===== src/rtl/tga_pkg.sv =====
// Shared types and constants for the TGA truecolor decoder.
// Used by tga_front, tga_queue, tga_back and the top level; no dependencies.
`default_nettype none

package tga_pkg;

	// command queue between front and back
	localparam int QDEPTH = 4;
	localparam int QPTR_W = $clog2(QDEPTH);
	localparam int QCNT_W = $clog2(QDEPTH + 1);

	// header byte offsets
	localparam logic [4:0] HDR_ID_LEN   = 5'd0;
	localparam logic [4:0] HDR_MAP_TYPE = 5'd1;
	localparam logic [4:0] HDR_IMG_TYPE = 5'd2;
	localparam logic [4:0] HDR_WIDTH_LO = 5'd12;
	localparam logic [4:0] HDR_WIDTH_HI = 5'd13;
	localparam logic [4:0] HDR_HEIGHT_LO = 5'd14;
	localparam logic [4:0] HDR_HEIGHT_HI = 5'd15;
	localparam logic [4:0] HDR_DEPTH    = 5'd16;
	localparam logic [4:0] HDR_DESC     = 5'd17;

	localparam logic [7:0] IMG_TRUECOLOR = 8'd2;
	localparam logic [7:0] DEPTH_24      = 8'd24;
	localparam logic [7:0] DEPTH_32      = 8'd32;
	localparam logic [7:0] DESC_TOP_BIT  = 8'h20;
	localparam logic [7:0] ALPHA_OPAQUE  = 8'hFF;

	// status codes
	localparam logic [2:0] ST_OK        = 3'd0;
	localparam logic [2:0] ST_SHORT_HDR = 3'd1;
	localparam logic [2:0] ST_BAD_TYPE  = 3'd2;
	localparam logic [2:0] ST_BAD_DEPTH = 3'd3;
	localparam logic [2:0] ST_ZERO_SIZE = 3'd4;
	localparam logic [2:0] ST_TRUNC     = 3'd5;

	// result kinds
	localparam logic KIND_PIXEL  = 1'b0;
	localparam logic KIND_STATUS = 1'b1;

	// one queued command: a pixel, a status, or a pixel followed by a status
	typedef struct packed {
		logic        has_pixel;
		logic        has_status;
		logic [7:0]  red;
		logic [7:0]  green;
		logic [7:0]  blue;
		logic [7:0]  alpha;
		logic [15:0] column;
		logic [15:0] row;
		logic [2:0]  status;
		logic [15:0] image_width;
		logic [15:0] image_height;
	} cmd_t;

endpackage

`default_nettype wire


===== src/rtl/tga_front.sv =====
// Front end: accepts file bytes, parses the header, gathers pixel bytes and
// pushes pixel/status commands. Depends on tga_pkg.
`default_nettype none

module tga_front import tga_pkg::*; (
	input  wire logic       clk,
	input  wire logic       arst_n,
	input  wire logic       byte_valid,
	output logic            byte_stall,
	input  wire logic [7:0] data_byte,
	input  wire logic       end_of_file,
	input  wire logic       q_full,
	output logic            q_push,
	output cmd_t            q_cmd
);

	typedef enum logic [2:0] {
		PH_HEADER,
		PH_IDSKIP,
		PH_PIXELS,
		PH_DONE,
		PH_ERROR
	} phase_t;

	phase_t      phase_q, phase_d;
	logic [4:0]  hcnt_q, hcnt_d;
	logic [7:0]  id_left_q, id_left_d;
	logic [7:0]  map_type_q, map_type_d;
	logic [7:0]  img_type_q, img_type_d;
	logic [15:0] width_q, width_d;
	logic [15:0] height_q, height_d;
	logic [7:0]  depth_q, depth_d;
	logic        top_q, top_d;
	logic [1:0]  bip_q, bip_d;
	logic [23:0] hold_q, hold_d;
	logic [15:0] col_q, col_d;
	logic [15:0] row_q, row_d;
	logic [2:0]  err_q, err_d;

	logic        accept;
	logic        pix_emit;
	logic [1:0]  last_idx;
	logic [15:0] col_inc;
	logic [15:0] row_inc;
	logic [15:0] row_out;
	logic [2:0]  hdr_err;
	logic [2:0]  eof_status;

	assign byte_stall = q_full;
	assign accept     = byte_valid && !byte_stall;

	assign last_idx = (depth_q == DEPTH_32) ? 2'd3 : 2'd2;
	assign col_inc  = col_q + 16'd1;
	assign row_inc  = row_q + 16'd1;
	assign row_out  = top_q ? row_q : (height_q - 16'd1 - row_q);

	always_comb begin
		phase_d    = phase_q;
		hcnt_d     = hcnt_q;
		id_left_d  = id_left_q;
		map_type_d = map_type_q;
		img_type_d = img_type_q;
		width_d    = width_q;
		height_d   = height_q;
		depth_d    = depth_q;
		top_d      = top_q;
		bip_d      = bip_q;
		hold_d     = hold_q;
		col_d      = col_q;
		row_d      = row_q;
		err_d      = err_q;
		pix_emit   = 1'b0;
		hdr_err    = ST_OK;

		case (phase_q)
			PH_HEADER: begin
				case (hcnt_q)
					HDR_ID_LEN:    id_left_d = data_byte;
					HDR_MAP_TYPE:  map_type_d = data_byte;
					HDR_IMG_TYPE:  img_type_d = data_byte;
					HDR_WIDTH_LO:  width_d[7:0] = data_byte;
					HDR_WIDTH_HI:  width_d[15:8] = data_byte;
					HDR_HEIGHT_LO: height_d[7:0] = data_byte;
					HDR_HEIGHT_HI: height_d[15:8] = data_byte;
					HDR_DEPTH:     depth_d = data_byte;
					HDR_DESC:      top_d = |(data_byte & DESC_TOP_BIT);
					default: ;
				endcase
				if (hcnt_q < HDR_DESC) begin
					hcnt_d = hcnt_q + 5'd1;
				end else begin
					// check order: type, then depth, then size
					if (map_type_d != 8'd0 || img_type_d != IMG_TRUECOLOR)
						hdr_err = ST_BAD_TYPE;
					else if (depth_d != DEPTH_24 && depth_d != DEPTH_32)
						hdr_err = ST_BAD_DEPTH;
					else if (width_d == 16'd0 || height_d == 16'd0)
						hdr_err = ST_ZERO_SIZE;
					bip_d  = 2'd0;
					hold_d = 24'd0;
					col_d  = 16'd0;
					row_d  = 16'd0;
					if (hdr_err != ST_OK) begin
						err_d   = hdr_err;
						phase_d = PH_ERROR;
					end else begin
						phase_d = (id_left_d != 8'd0) ? PH_IDSKIP : PH_PIXELS;
					end
				end
			end
			PH_IDSKIP: begin
				id_left_d = id_left_q - 8'd1;
				if (id_left_d == 8'd0)
					phase_d = PH_PIXELS;
			end
			PH_PIXELS: begin
				case (bip_q)
					2'd0: hold_d[7:0]   = data_byte;
					2'd1: hold_d[15:8]  = data_byte;
					2'd2: hold_d[23:16] = data_byte;
					default: ;
				endcase
				if (bip_q != last_idx) begin
					bip_d = bip_q + 2'd1;
				end else begin
					pix_emit = 1'b1;
					bip_d    = 2'd0;
					hold_d   = 24'd0;
					col_d    = col_inc;
					if (col_inc == width_q) begin
						col_d = 16'd0;
						row_d = row_inc;
						if (row_inc == height_q)
							phase_d = PH_DONE;
					end
				end
			end
			default: ;
		endcase

		case (phase_d)
			PH_HEADER: eof_status = ST_SHORT_HDR;
			PH_ERROR:  eof_status = err_d;
			PH_DONE:   eof_status = ST_OK;
			default:   eof_status = ST_TRUNC;
		endcase
	end

	// hold_d still carries the gathered B,G,R bytes only before the clear
	logic [23:0] hold_full;
	always_comb begin
		hold_full = hold_q;
		case (bip_q)
			2'd0: hold_full[7:0]   = data_byte;
			2'd1: hold_full[15:8]  = data_byte;
			2'd2: hold_full[23:16] = data_byte;
			default: ;
		endcase
	end

	assign q_push = accept && (pix_emit || end_of_file);

	always_comb begin
		q_cmd              = '0;
		q_cmd.has_pixel    = pix_emit;
		q_cmd.has_status   = end_of_file;
		q_cmd.red          = hold_full[23:16];
		q_cmd.green        = hold_full[15:8];
		q_cmd.blue         = hold_full[7:0];
		q_cmd.alpha        = (last_idx == 2'd3) ? data_byte : ALPHA_OPAQUE;
		q_cmd.column       = col_q;
		q_cmd.row          = row_out;
		q_cmd.status       = eof_status;
		q_cmd.image_width  = width_d;
		q_cmd.image_height = height_d;
	end

	always_ff @(posedge clk or negedge arst_n) begin
		if (!arst_n) begin
			phase_q    <= PH_HEADER;
			hcnt_q     <= '0;
			id_left_q  <= '0;
			map_type_q <= '0;
			img_type_q <= '0;
			width_q    <= '0;
			height_q   <= '0;
			depth_q    <= '0;
			top_q      <= 1'b0;
			bip_q      <= '0;
			hold_q     <= '0;
			col_q      <= '0;
			row_q      <= '0;
			err_q      <= '0;
		end else if (accept) begin
			if (end_of_file) begin
				// file ends: back to reset state for the next file
				phase_q    <= PH_HEADER;
				hcnt_q     <= '0;
				id_left_q  <= '0;
				map_type_q <= '0;
				img_type_q <= '0;
				width_q    <= '0;
				height_q   <= '0;
				depth_q    <= '0;
				top_q      <= 1'b0;
				bip_q      <= '0;
				hold_q     <= '0;
				col_q      <= '0;
				row_q      <= '0;
				err_q      <= '0;
			end else begin
				phase_q    <= phase_d;
				hcnt_q     <= hcnt_d;
				id_left_q  <= id_left_d;
				map_type_q <= map_type_d;
				img_type_q <= img_type_d;
				width_q    <= width_d;
				height_q   <= height_d;
				depth_q    <= depth_d;
				top_q      <= top_d;
				bip_q      <= bip_d;
				hold_q     <= hold_d;
				col_q      <= col_d;
				row_q      <= row_d;
				err_q      <= err_d;
			end
		end
	end

endmodule

`default_nettype wire


===== src/rtl/tga_queue.sv =====
// Small command FIFO between the front end and the result stage.
// Depends on tga_pkg (cmd_t, QDEPTH).
`default_nettype none

module tga_queue import tga_pkg::*; (
	input  wire logic clk,
	input  wire logic arst_n,
	input  wire logic push,
	input  wire cmd_t push_cmd,
	input  wire logic pop,
	output cmd_t      head,
	output logic      empty,
	output logic      full
);

	cmd_t              mem_q [QDEPTH];
	logic [QPTR_W-1:0] wr_ptr_q;
	logic [QPTR_W-1:0] rd_ptr_q;
	logic [QCNT_W-1:0] count_q;
	logic              do_push;
	logic              do_pop;

	assign empty   = (count_q == QCNT_W'(0));
	assign full    = (count_q == QCNT_W'(QDEPTH));
	assign head    = mem_q[rd_ptr_q];
	assign do_push = push && !full;
	assign do_pop  = pop && !empty;

	always_ff @(posedge clk) begin
		if (do_push)
			mem_q[wr_ptr_q] <= push_cmd;
	end

	always_ff @(posedge clk or negedge arst_n) begin
		if (!arst_n) begin
			wr_ptr_q <= '0;
			rd_ptr_q <= '0;
			count_q  <= '0;
		end else begin
			if (do_push)
				wr_ptr_q <= (wr_ptr_q == QPTR_W'(QDEPTH - 1)) ? '0 : wr_ptr_q + QPTR_W'(1);
			if (do_pop)
				rd_ptr_q <= (rd_ptr_q == QPTR_W'(QDEPTH - 1)) ? '0 : rd_ptr_q + QPTR_W'(1);
			if (do_push && !do_pop)
				count_q <= count_q + QCNT_W'(1);
			else if (do_pop && !do_push)
				count_q <= count_q - QCNT_W'(1);
		end
	end

endmodule

`default_nettype wire


===== src/rtl/tga_back.sv =====
// Result stage: expands queued commands into pixel and status results and
// holds them in the output register. Depends on tga_pkg.
`default_nettype none

module tga_back import tga_pkg::*; (
	input  wire logic   clk,
	input  wire logic   arst_n,
	input  wire cmd_t   head,
	input  wire logic   q_empty,
	output logic        q_pop,
	output logic        result_valid,
	input  wire logic   result_stall,
	output logic        kind,
	output logic [7:0]  red,
	output logic [7:0]  green,
	output logic [7:0]  blue,
	output logic [7:0]  alpha,
	output logic [15:0] column,
	output logic [15:0] row,
	output logic [2:0]  status,
	output logic [15:0] image_width,
	output logic [15:0] image_height,
	output logic        last_of_item
);

	logic        valid_q;
	logic        second_q;   // pixel of a pixel+status command already sent
	logic        load;
	logic        send_pixel;
	logic        kind_q;
	logic [7:0]  red_q, green_q, blue_q, alpha_q;
	logic [15:0] column_q, row_q, width_q, height_q;
	logic [2:0]  status_q;
	logic        last_q;

	assign load       = !q_empty && (!valid_q || !result_stall);
	assign send_pixel = head.has_pixel && !second_q;
	assign q_pop      = load && !(send_pixel && head.has_status);

	always_ff @(posedge clk or negedge arst_n) begin
		if (!arst_n) begin
			valid_q  <= 1'b0;
			second_q <= 1'b0;
		end else begin
			if (load) begin
				valid_q  <= 1'b1;
				second_q <= send_pixel && head.has_status;
			end else if (!result_stall) begin
				valid_q <= 1'b0;
			end
		end
	end

	always_ff @(posedge clk) begin
		if (load) begin
			width_q  <= head.image_width;
			height_q <= head.image_height;
			if (send_pixel) begin
				kind_q   <= KIND_PIXEL;
				red_q    <= head.red;
				green_q  <= head.green;
				blue_q   <= head.blue;
				alpha_q  <= head.alpha;
				column_q <= head.column;
				row_q    <= head.row;
				status_q <= ST_OK;
				last_q   <= !head.has_status;
			end else begin
				kind_q   <= KIND_STATUS;
				red_q    <= '0;
				green_q  <= '0;
				blue_q   <= '0;
				alpha_q  <= '0;
				column_q <= '0;
				row_q    <= '0;
				status_q <= head.status;
				last_q   <= 1'b1;
			end
		end
	end

	assign result_valid = valid_q;
	assign kind         = kind_q;
	assign red          = red_q;
	assign green        = green_q;
	assign blue         = blue_q;
	assign alpha        = alpha_q;
	assign column       = column_q;
	assign row          = row_q;
	assign status       = status_q;
	assign image_width  = width_q;
	assign image_height = height_q;
	assign last_of_item = last_q;

endmodule

`default_nettype wire


===== src/rtl/tga_truecolor_to_rgba_decoder.sv =====
// TGA truecolor decoder, top level.
// Byte channel: byte_valid/byte_stall carry one file byte (data_byte) per
// transfer; end_of_file marks the last byte of a file. The next byte after
// it starts a new file.
// Result channel: result_valid/result_stall carry one result per transfer:
// an RGBA pixel with column and destination row (kind 0), or the status of
// the file (kind 1) after its final byte. last_of_item marks the last result
// caused by a byte.
// Throughput: one byte per cycle while byte_stall is low. A byte that ends
// a pixel is written into the 4-entry command queue at its transfer edge
// and its result is offered from the output register once the queue ahead
// is empty and the output register is not stalled. A final byte that also
// ends a pixel yields two results, pixel then status, from one queue entry.
// Reset: arst_n clears the parser to the start of a header and empties the
// queue and output register.
// Stall: the output register holds while result_stall is high; bytes are
// taken until the command queue is full, then byte_stall rises.
`default_nettype none

module tga_truecolor_to_rgba_decoder import tga_pkg::*; (
	input  wire logic       clk,
	input  wire logic       arst_n,
	input  wire logic       byte_valid,
	output logic            byte_stall,
	input  wire logic [7:0] data_byte,
	input  wire logic       end_of_file,
	output logic            result_valid,
	input  wire logic       result_stall,
	output logic            kind,
	output logic [7:0]      red,
	output logic [7:0]      green,
	output logic [7:0]      blue,
	output logic [7:0]      alpha,
	output logic [15:0]     column,
	output logic [15:0]     row,
	output logic [2:0]      status,
	output logic [15:0]     image_width,
	output logic [15:0]     image_height,
	output logic            last_of_item
);

	cmd_t push_cmd;
	cmd_t head;
	logic q_push;
	logic q_pop;
	logic q_empty;
	logic q_full;

	tga_front u_front (
		.clk         (clk),
		.arst_n      (arst_n),
		.byte_valid  (byte_valid),
		.byte_stall  (byte_stall),
		.data_byte   (data_byte),
		.end_of_file (end_of_file),
		.q_full      (q_full),
		.q_push      (q_push),
		.q_cmd       (push_cmd)
	);

	tga_queue u_queue (
		.clk      (clk),
		.arst_n   (arst_n),
		.push     (q_push),
		.push_cmd (push_cmd),
		.pop      (q_pop),
		.head     (head),
		.empty    (q_empty),
		.full     (q_full)
	);

	tga_back u_back (
		.clk          (clk),
		.arst_n       (arst_n),
		.head         (head),
		.q_empty      (q_empty),
		.q_pop        (q_pop),
		.result_valid (result_valid),
		.result_stall (result_stall),
		.kind         (kind),
		.red          (red),
		.green        (green),
		.blue         (blue),
		.alpha        (alpha),
		.column       (column),
		.row          (row),
		.status       (status),
		.image_width  (image_width),
		.image_height (image_height),
		.last_of_item (last_of_item)
	);

	// a status result always closes its byte's results
	a_status_last: assert property (@(posedge clk) disable iff (!arst_n)
		result_valid && kind == KIND_STATUS |-> last_of_item)
		else $error("status result not marked last");

	a_pixel_ok: assert property (@(posedge clk) disable iff (!arst_n)
		result_valid && kind == KIND_PIXEL |-> status == ST_OK)
		else $error("pixel result carries nonzero status");

	a_pixel_in_frame: assert property (@(posedge clk) disable iff (!arst_n)
		result_valid && kind == KIND_PIXEL |-> column < image_width && row < image_height)
		else $error("pixel position outside image");

	// queue full blocks further input transfers
	a_no_push_full: assert property (@(posedge clk) disable iff (!arst_n)
		q_full |-> byte_stall)
		else $error("byte accepted with queue full");

endmodule

`default_nettype wire

===== config.mk =====
export PLATFORM = sky130hd
export DESIGN_NAME = tga_truecolor_to_rgba_decoder
export DESIGN_NICKNAME = d
export VERILOG_FILES = /design/src/rtl/tga_pkg.sv /design/src/rtl/tga_front.sv /design/src/rtl/tga_queue.sv /design/src/rtl/tga_back.sv /design/src/rtl/tga_truecolor_to_rgba_decoder.sv
export SDC_FILE = /design/constraint.sdc
export NUM_CORES = 1
export LEC_CHECK = 0
export BUFFER_PORTS_ARGS = -buffer_cell sky130_fd_sc_hd__buf_2
export CAP_MARGIN = 20
export CORE_AREA = 2 2 310 312
export DETAILED_ROUTE_END_ITERATION = 8
export DIE_AREA = 0 0 312 314
export SYNTH_ARGS = -nofsm -noshare
export SYNTH_HDL_FRONTEND = slang
export SYNTH_SLANG_ARGS = --single-unit

===== constraint.sdc =====
create_clock -name clk -period 8.9 [get_ports clk]
set_input_delay 0.445 -clock clk [delete_from_list [all_inputs] [get_ports clk]]
set_output_delay 0.445 -clock clk [all_outputs]
set_load 0.1 [all_outputs]

==> impl_metrics.toml <==
[setup_path]
worst_ep_required_time_ns = 9.11
cp_max_fo = 54
cp_num_buf_inv = 2
critPathLaunchType = "flop"
crit_path_end_kind = "flop"
crit_family = "simple AND/OR/NAND/NOR gates"
cpMaxStageDelayCell = "sky130_fd_sc_hd__buf_4"
worstReg2RegStart = "u_front.depth_q[7]$_DFFE_PN0P_"
crit_type = "flop to flop"
arrival_ns = 4.18
path_cells = "or3_1 -> o31ai_1 -> and2_1 -> nand4_1 -> inv_1 -> o21a_1 -> and2_4 -> buf_4"
crit_path_start = "u_front.depth_q[7]$_DFFE_PN0P_"
path_depth = 8
ff2ff_path_depth = 8
worst_path_largest_cell_delay_ns = 0.80

[clock_tree]
clock_path_buffers = 3
clkSlewWorstSetupHoldPaths_ns = 0.06
cts_root_buf = "sky130_fd_sc_hd__clkbuf_16"
clock_insertion_delay_at_the_later_pin_of_the_skew_report_ns = 0.61
tritoncts.num_buffers = 69
tritoncts_sink_count = 648
cts_repair_resize_count = 0
tritoncts = "yes"
cts_setup_buffers = 0
htreeDepth = 3
ctsHoldBuffers = 1

[timing]
finalCritPeriodShare = 0.446
hold-worst-slack_ns = 0.111
setup_total_negative_slack_ns = 0
drv_slew = 0
fmax_mhz = 252
worst_pin_slew_ns = 1.06
fin_worst_skew_ns = 0.0282
grt_setup_unrepaired = "false"
hold_viol_final = 0
timing.max_slew.rel_slack = 0.287
timing.final.crit_period_ns = 3.97
report.final.setup_viol = 0

[die]
initial_utilization = 0.297
io_pins = 116
std_cell_rows = 113
die_w_um = 312
die_height_um = 314
die_area_um2 = 98000
placeableCoreArea_um2 = 94400

[cells_and_area]
antenna_cells_inserted = 0
filler_cell_count = 9137
mostFrequentLayoutCell = "sky130_fd_sc_hd__edfxtp_1"
share_of_layout_cells_above_drive_strength_1 = 0.207
area_delta_synth_final_pct = 14.7
regArea_um2 = 18800
layout_common_cells = "sky130_fd_sc_hd__edfxtp_1 (505), sky130_fd_sc_hd__dfrtp_1 (141), sky130_fd_sc_hd__buf_2 (114)"
layout_net_count = 1998
multi_input_area_um2 = 8660

[drt]
routed-via-count = 16700
dr.first_iter.drc_count = 1588
detailedRoute.firstPassIterationCount = 5
detail-route-antenna-nets = 0
postRouteWirelength_um = 70800
vias_per_cell = 5.10
route.detailed.drc = 0
route.detailed.wl_per_inst_um = 21.7

[logic_synthesis]
async_reset_ff_frac = 0.221
synth.distinct_cells = 82
synth_area_leaders = "sky130_fd_sc_hd__edfxtp_1 (54%), sky130_fd_sc_hd__dfrtp_1 (13%), sky130_fd_sc_hd__mux4_2 (8.1%)"
syn-instance-count = 1858
postSynthRegisterBits = 648
synth-main-ff-cell = "sky130_fd_sc_hd__edfxtp_1"
synth.yosys.warnings = 0
combined_area_of_all_synthesized_cells_um2 = 28100
synth-seq-area-share = 0.667
postSynthNetCount = 1906
postSynthAreaPerCell_um2 = 15.1
yosys.area.top_type = "sky130_fd_sc_hd__edfxtp_1"
yosysTopAreaCellShare = 0.540
synth_edf_count = 505

[pwr]
total_power_uw = 10400
leakage_power_summed_over_all_cells_uw = 0.0117
power_density_nw_per_um2 = 324
irDropWorstVdd_v = 0.000177
power_switching_uw = 4090
clock_power_share = 0.270
proportion_of_power_drawn_by_combinational_gates = 0.331
power.share.switching = 0.393
seq_power_share = 0.399
power_report.internal_total_uw = 6330

[hold_path]
timing.hold.worst.start = "result_stall"
hold_path_depth = 3
holdCritPathClass = "input pin to flop"

[grt]
total_track_usage = 0.143
global_route.overflow_total = 0
grt_antenna_before_repair = 5
grt_max_degree = 89
grt_first_pass_wirelength_um = 109000
first_global_vias = 17200

[flow_run]
maxCapViolCount = 0

[run_status]
outcome = "finished, final reports clean"

[placement]
port-buffer-count = 115
routabilityCongestion = 0.913
dp_hpwl_um = 44300
==> stage by stage <==
step / cell area, um2 / util / instances / setup slack (ns)
4_1_cts: 32200 / 0.341 / 3271 / 4.88
3_5_place_dp: 30000 / 0.317 / 3143 / 4.92
3_3_place_gp: 30000 / 0.317 / 3143 / 4.94
2_1_floorplan: 28100 / - / 1858 / 1.02
6_report: 32200 / 0.341 / 3271 / 4.93
5_1_grt: 32200 / 0.341 / 3271 / 4.63
==> cells by family after synthesis <==
logic type,after synthesis,synth area share
and+or+nand+nor,450,0.0858
buffers and inverters,181,0.0255
xor gates and xnor gates,54,0.0173
AOI/OAI and AO/OA,316,0.0789
muxes,174,0.109
DFF,648,0.667
adders and majority gates,35,0.0161
==> layer usage <==
layer  vias up  share of wire  GRT usage
met5         -        0.00058          0
met4         6          0.021     0.0426
met3        98          0.051     0.0228
met2       469           0.48      0.234
met1      8682           0.45      0.197
li1       7432              -          -
==> power by group through the flow <==
stage	Clock [uW]	Combinational, uW	Sequential, uW
4_1_cts	2880	3520	4180
3_3_place_gp	0	3490	4230
5_1_grt	3000	3650	4220
3_5_place_dp	0	3510	4240
6_report	2810	3460	4160
2_1_floorplan	0	1260	5710
==> path summary, 6_finish.rpt <==
path / end / slack, ns
setup / recovery: u_queue.mem_q[0][43]$_DFFE_PP_ / 4.93
hold / removal: u_back.result_valid$_DFFE_PN0P_ / 0.11
setup reg to reg: u_queue.mem_q[0][43]$_DFFE_PP_ / 4.93
hold reg to reg: u_front.hold_q[3]$_DFFE_PN0P_ / 0.48
max in group asynchronous: u_front.id_left_q[0]$_DFFE_PN0P_ / 7.07
min in group asynchronous: u_back.result_valid$_DFFE_PN0P_ / 0.48
==> final cells by class <==
cell class                 count  area share
sequential                   648       0.582
multi-input combinational   1029       0.269
clock buffer                  88      0.0597
tap                         1265      0.0491
timing repair buffer         138      0.0235
clock inverter                39     0.00924
inverter                      64     0.00746
==> state kept, by name, indices dropped and copies added, names as in the netlist, 16 cells and up <==
name,flops
u_front.col_q,16
u_front.row_q,16
u_back.image_width,16
u_front.hold_q,24
u_front.width_q,16
u_back.image_height,16
u_back.row,16
u_queue.mem_q,404
u_back.column,16
u_front.height_q,16
==> cell usage after synthesis, types with 13 or more instances <==
master,number
sky130_fd_sc_hd__edfxtp_1,505
sky130_fd_sc_hd__dfrtp_1,143
sky130_fd_sc_hd__nand2_1,110
sky130_fd_sc_hd__mux4_2,101
sky130_fd_sc_hd__clkbuf_1,88
sky130_fd_sc_hd__o21ai_0,83
sky130_fd_sc_hd__and3_1,74
sky130_fd_sc_hd__a22o_1,71
sky130_fd_sc_hd__nor2_1,67
sky130_fd_sc_hd__inv_1,64
sky130_fd_sc_hd__mux2_2,40
sky130_fd_sc_hd__nor3_1,39
sky130_fd_sc_hd__a21oi_1,35
sky130_fd_sc_hd__ha_1,33
sky130_fd_sc_hd__mux2i_1,32
sky130_fd_sc_hd__nand3_1,29
sky130_fd_sc_hd__xnor2_1,28
sky130_fd_sc_hd__xor2_1,25
sky130_fd_sc_hd__nor4_1,23
sky130_fd_sc_hd__nand2b_1,18
sky130_fd_sc_hd__and2_1,14
sky130_fd_sc_hd__buf_2,13
==> tightest hold or removal path, stage by stage <==
cell and delay, ns:
sky130_fd_sc_hd__buf_2 0.11, sky130_fd_sc_hd__nand2_1 0.06, sky130_fd_sc_hd__nand2_1 0.06
No activity file was read; power rests on OpenSTA's default activity.
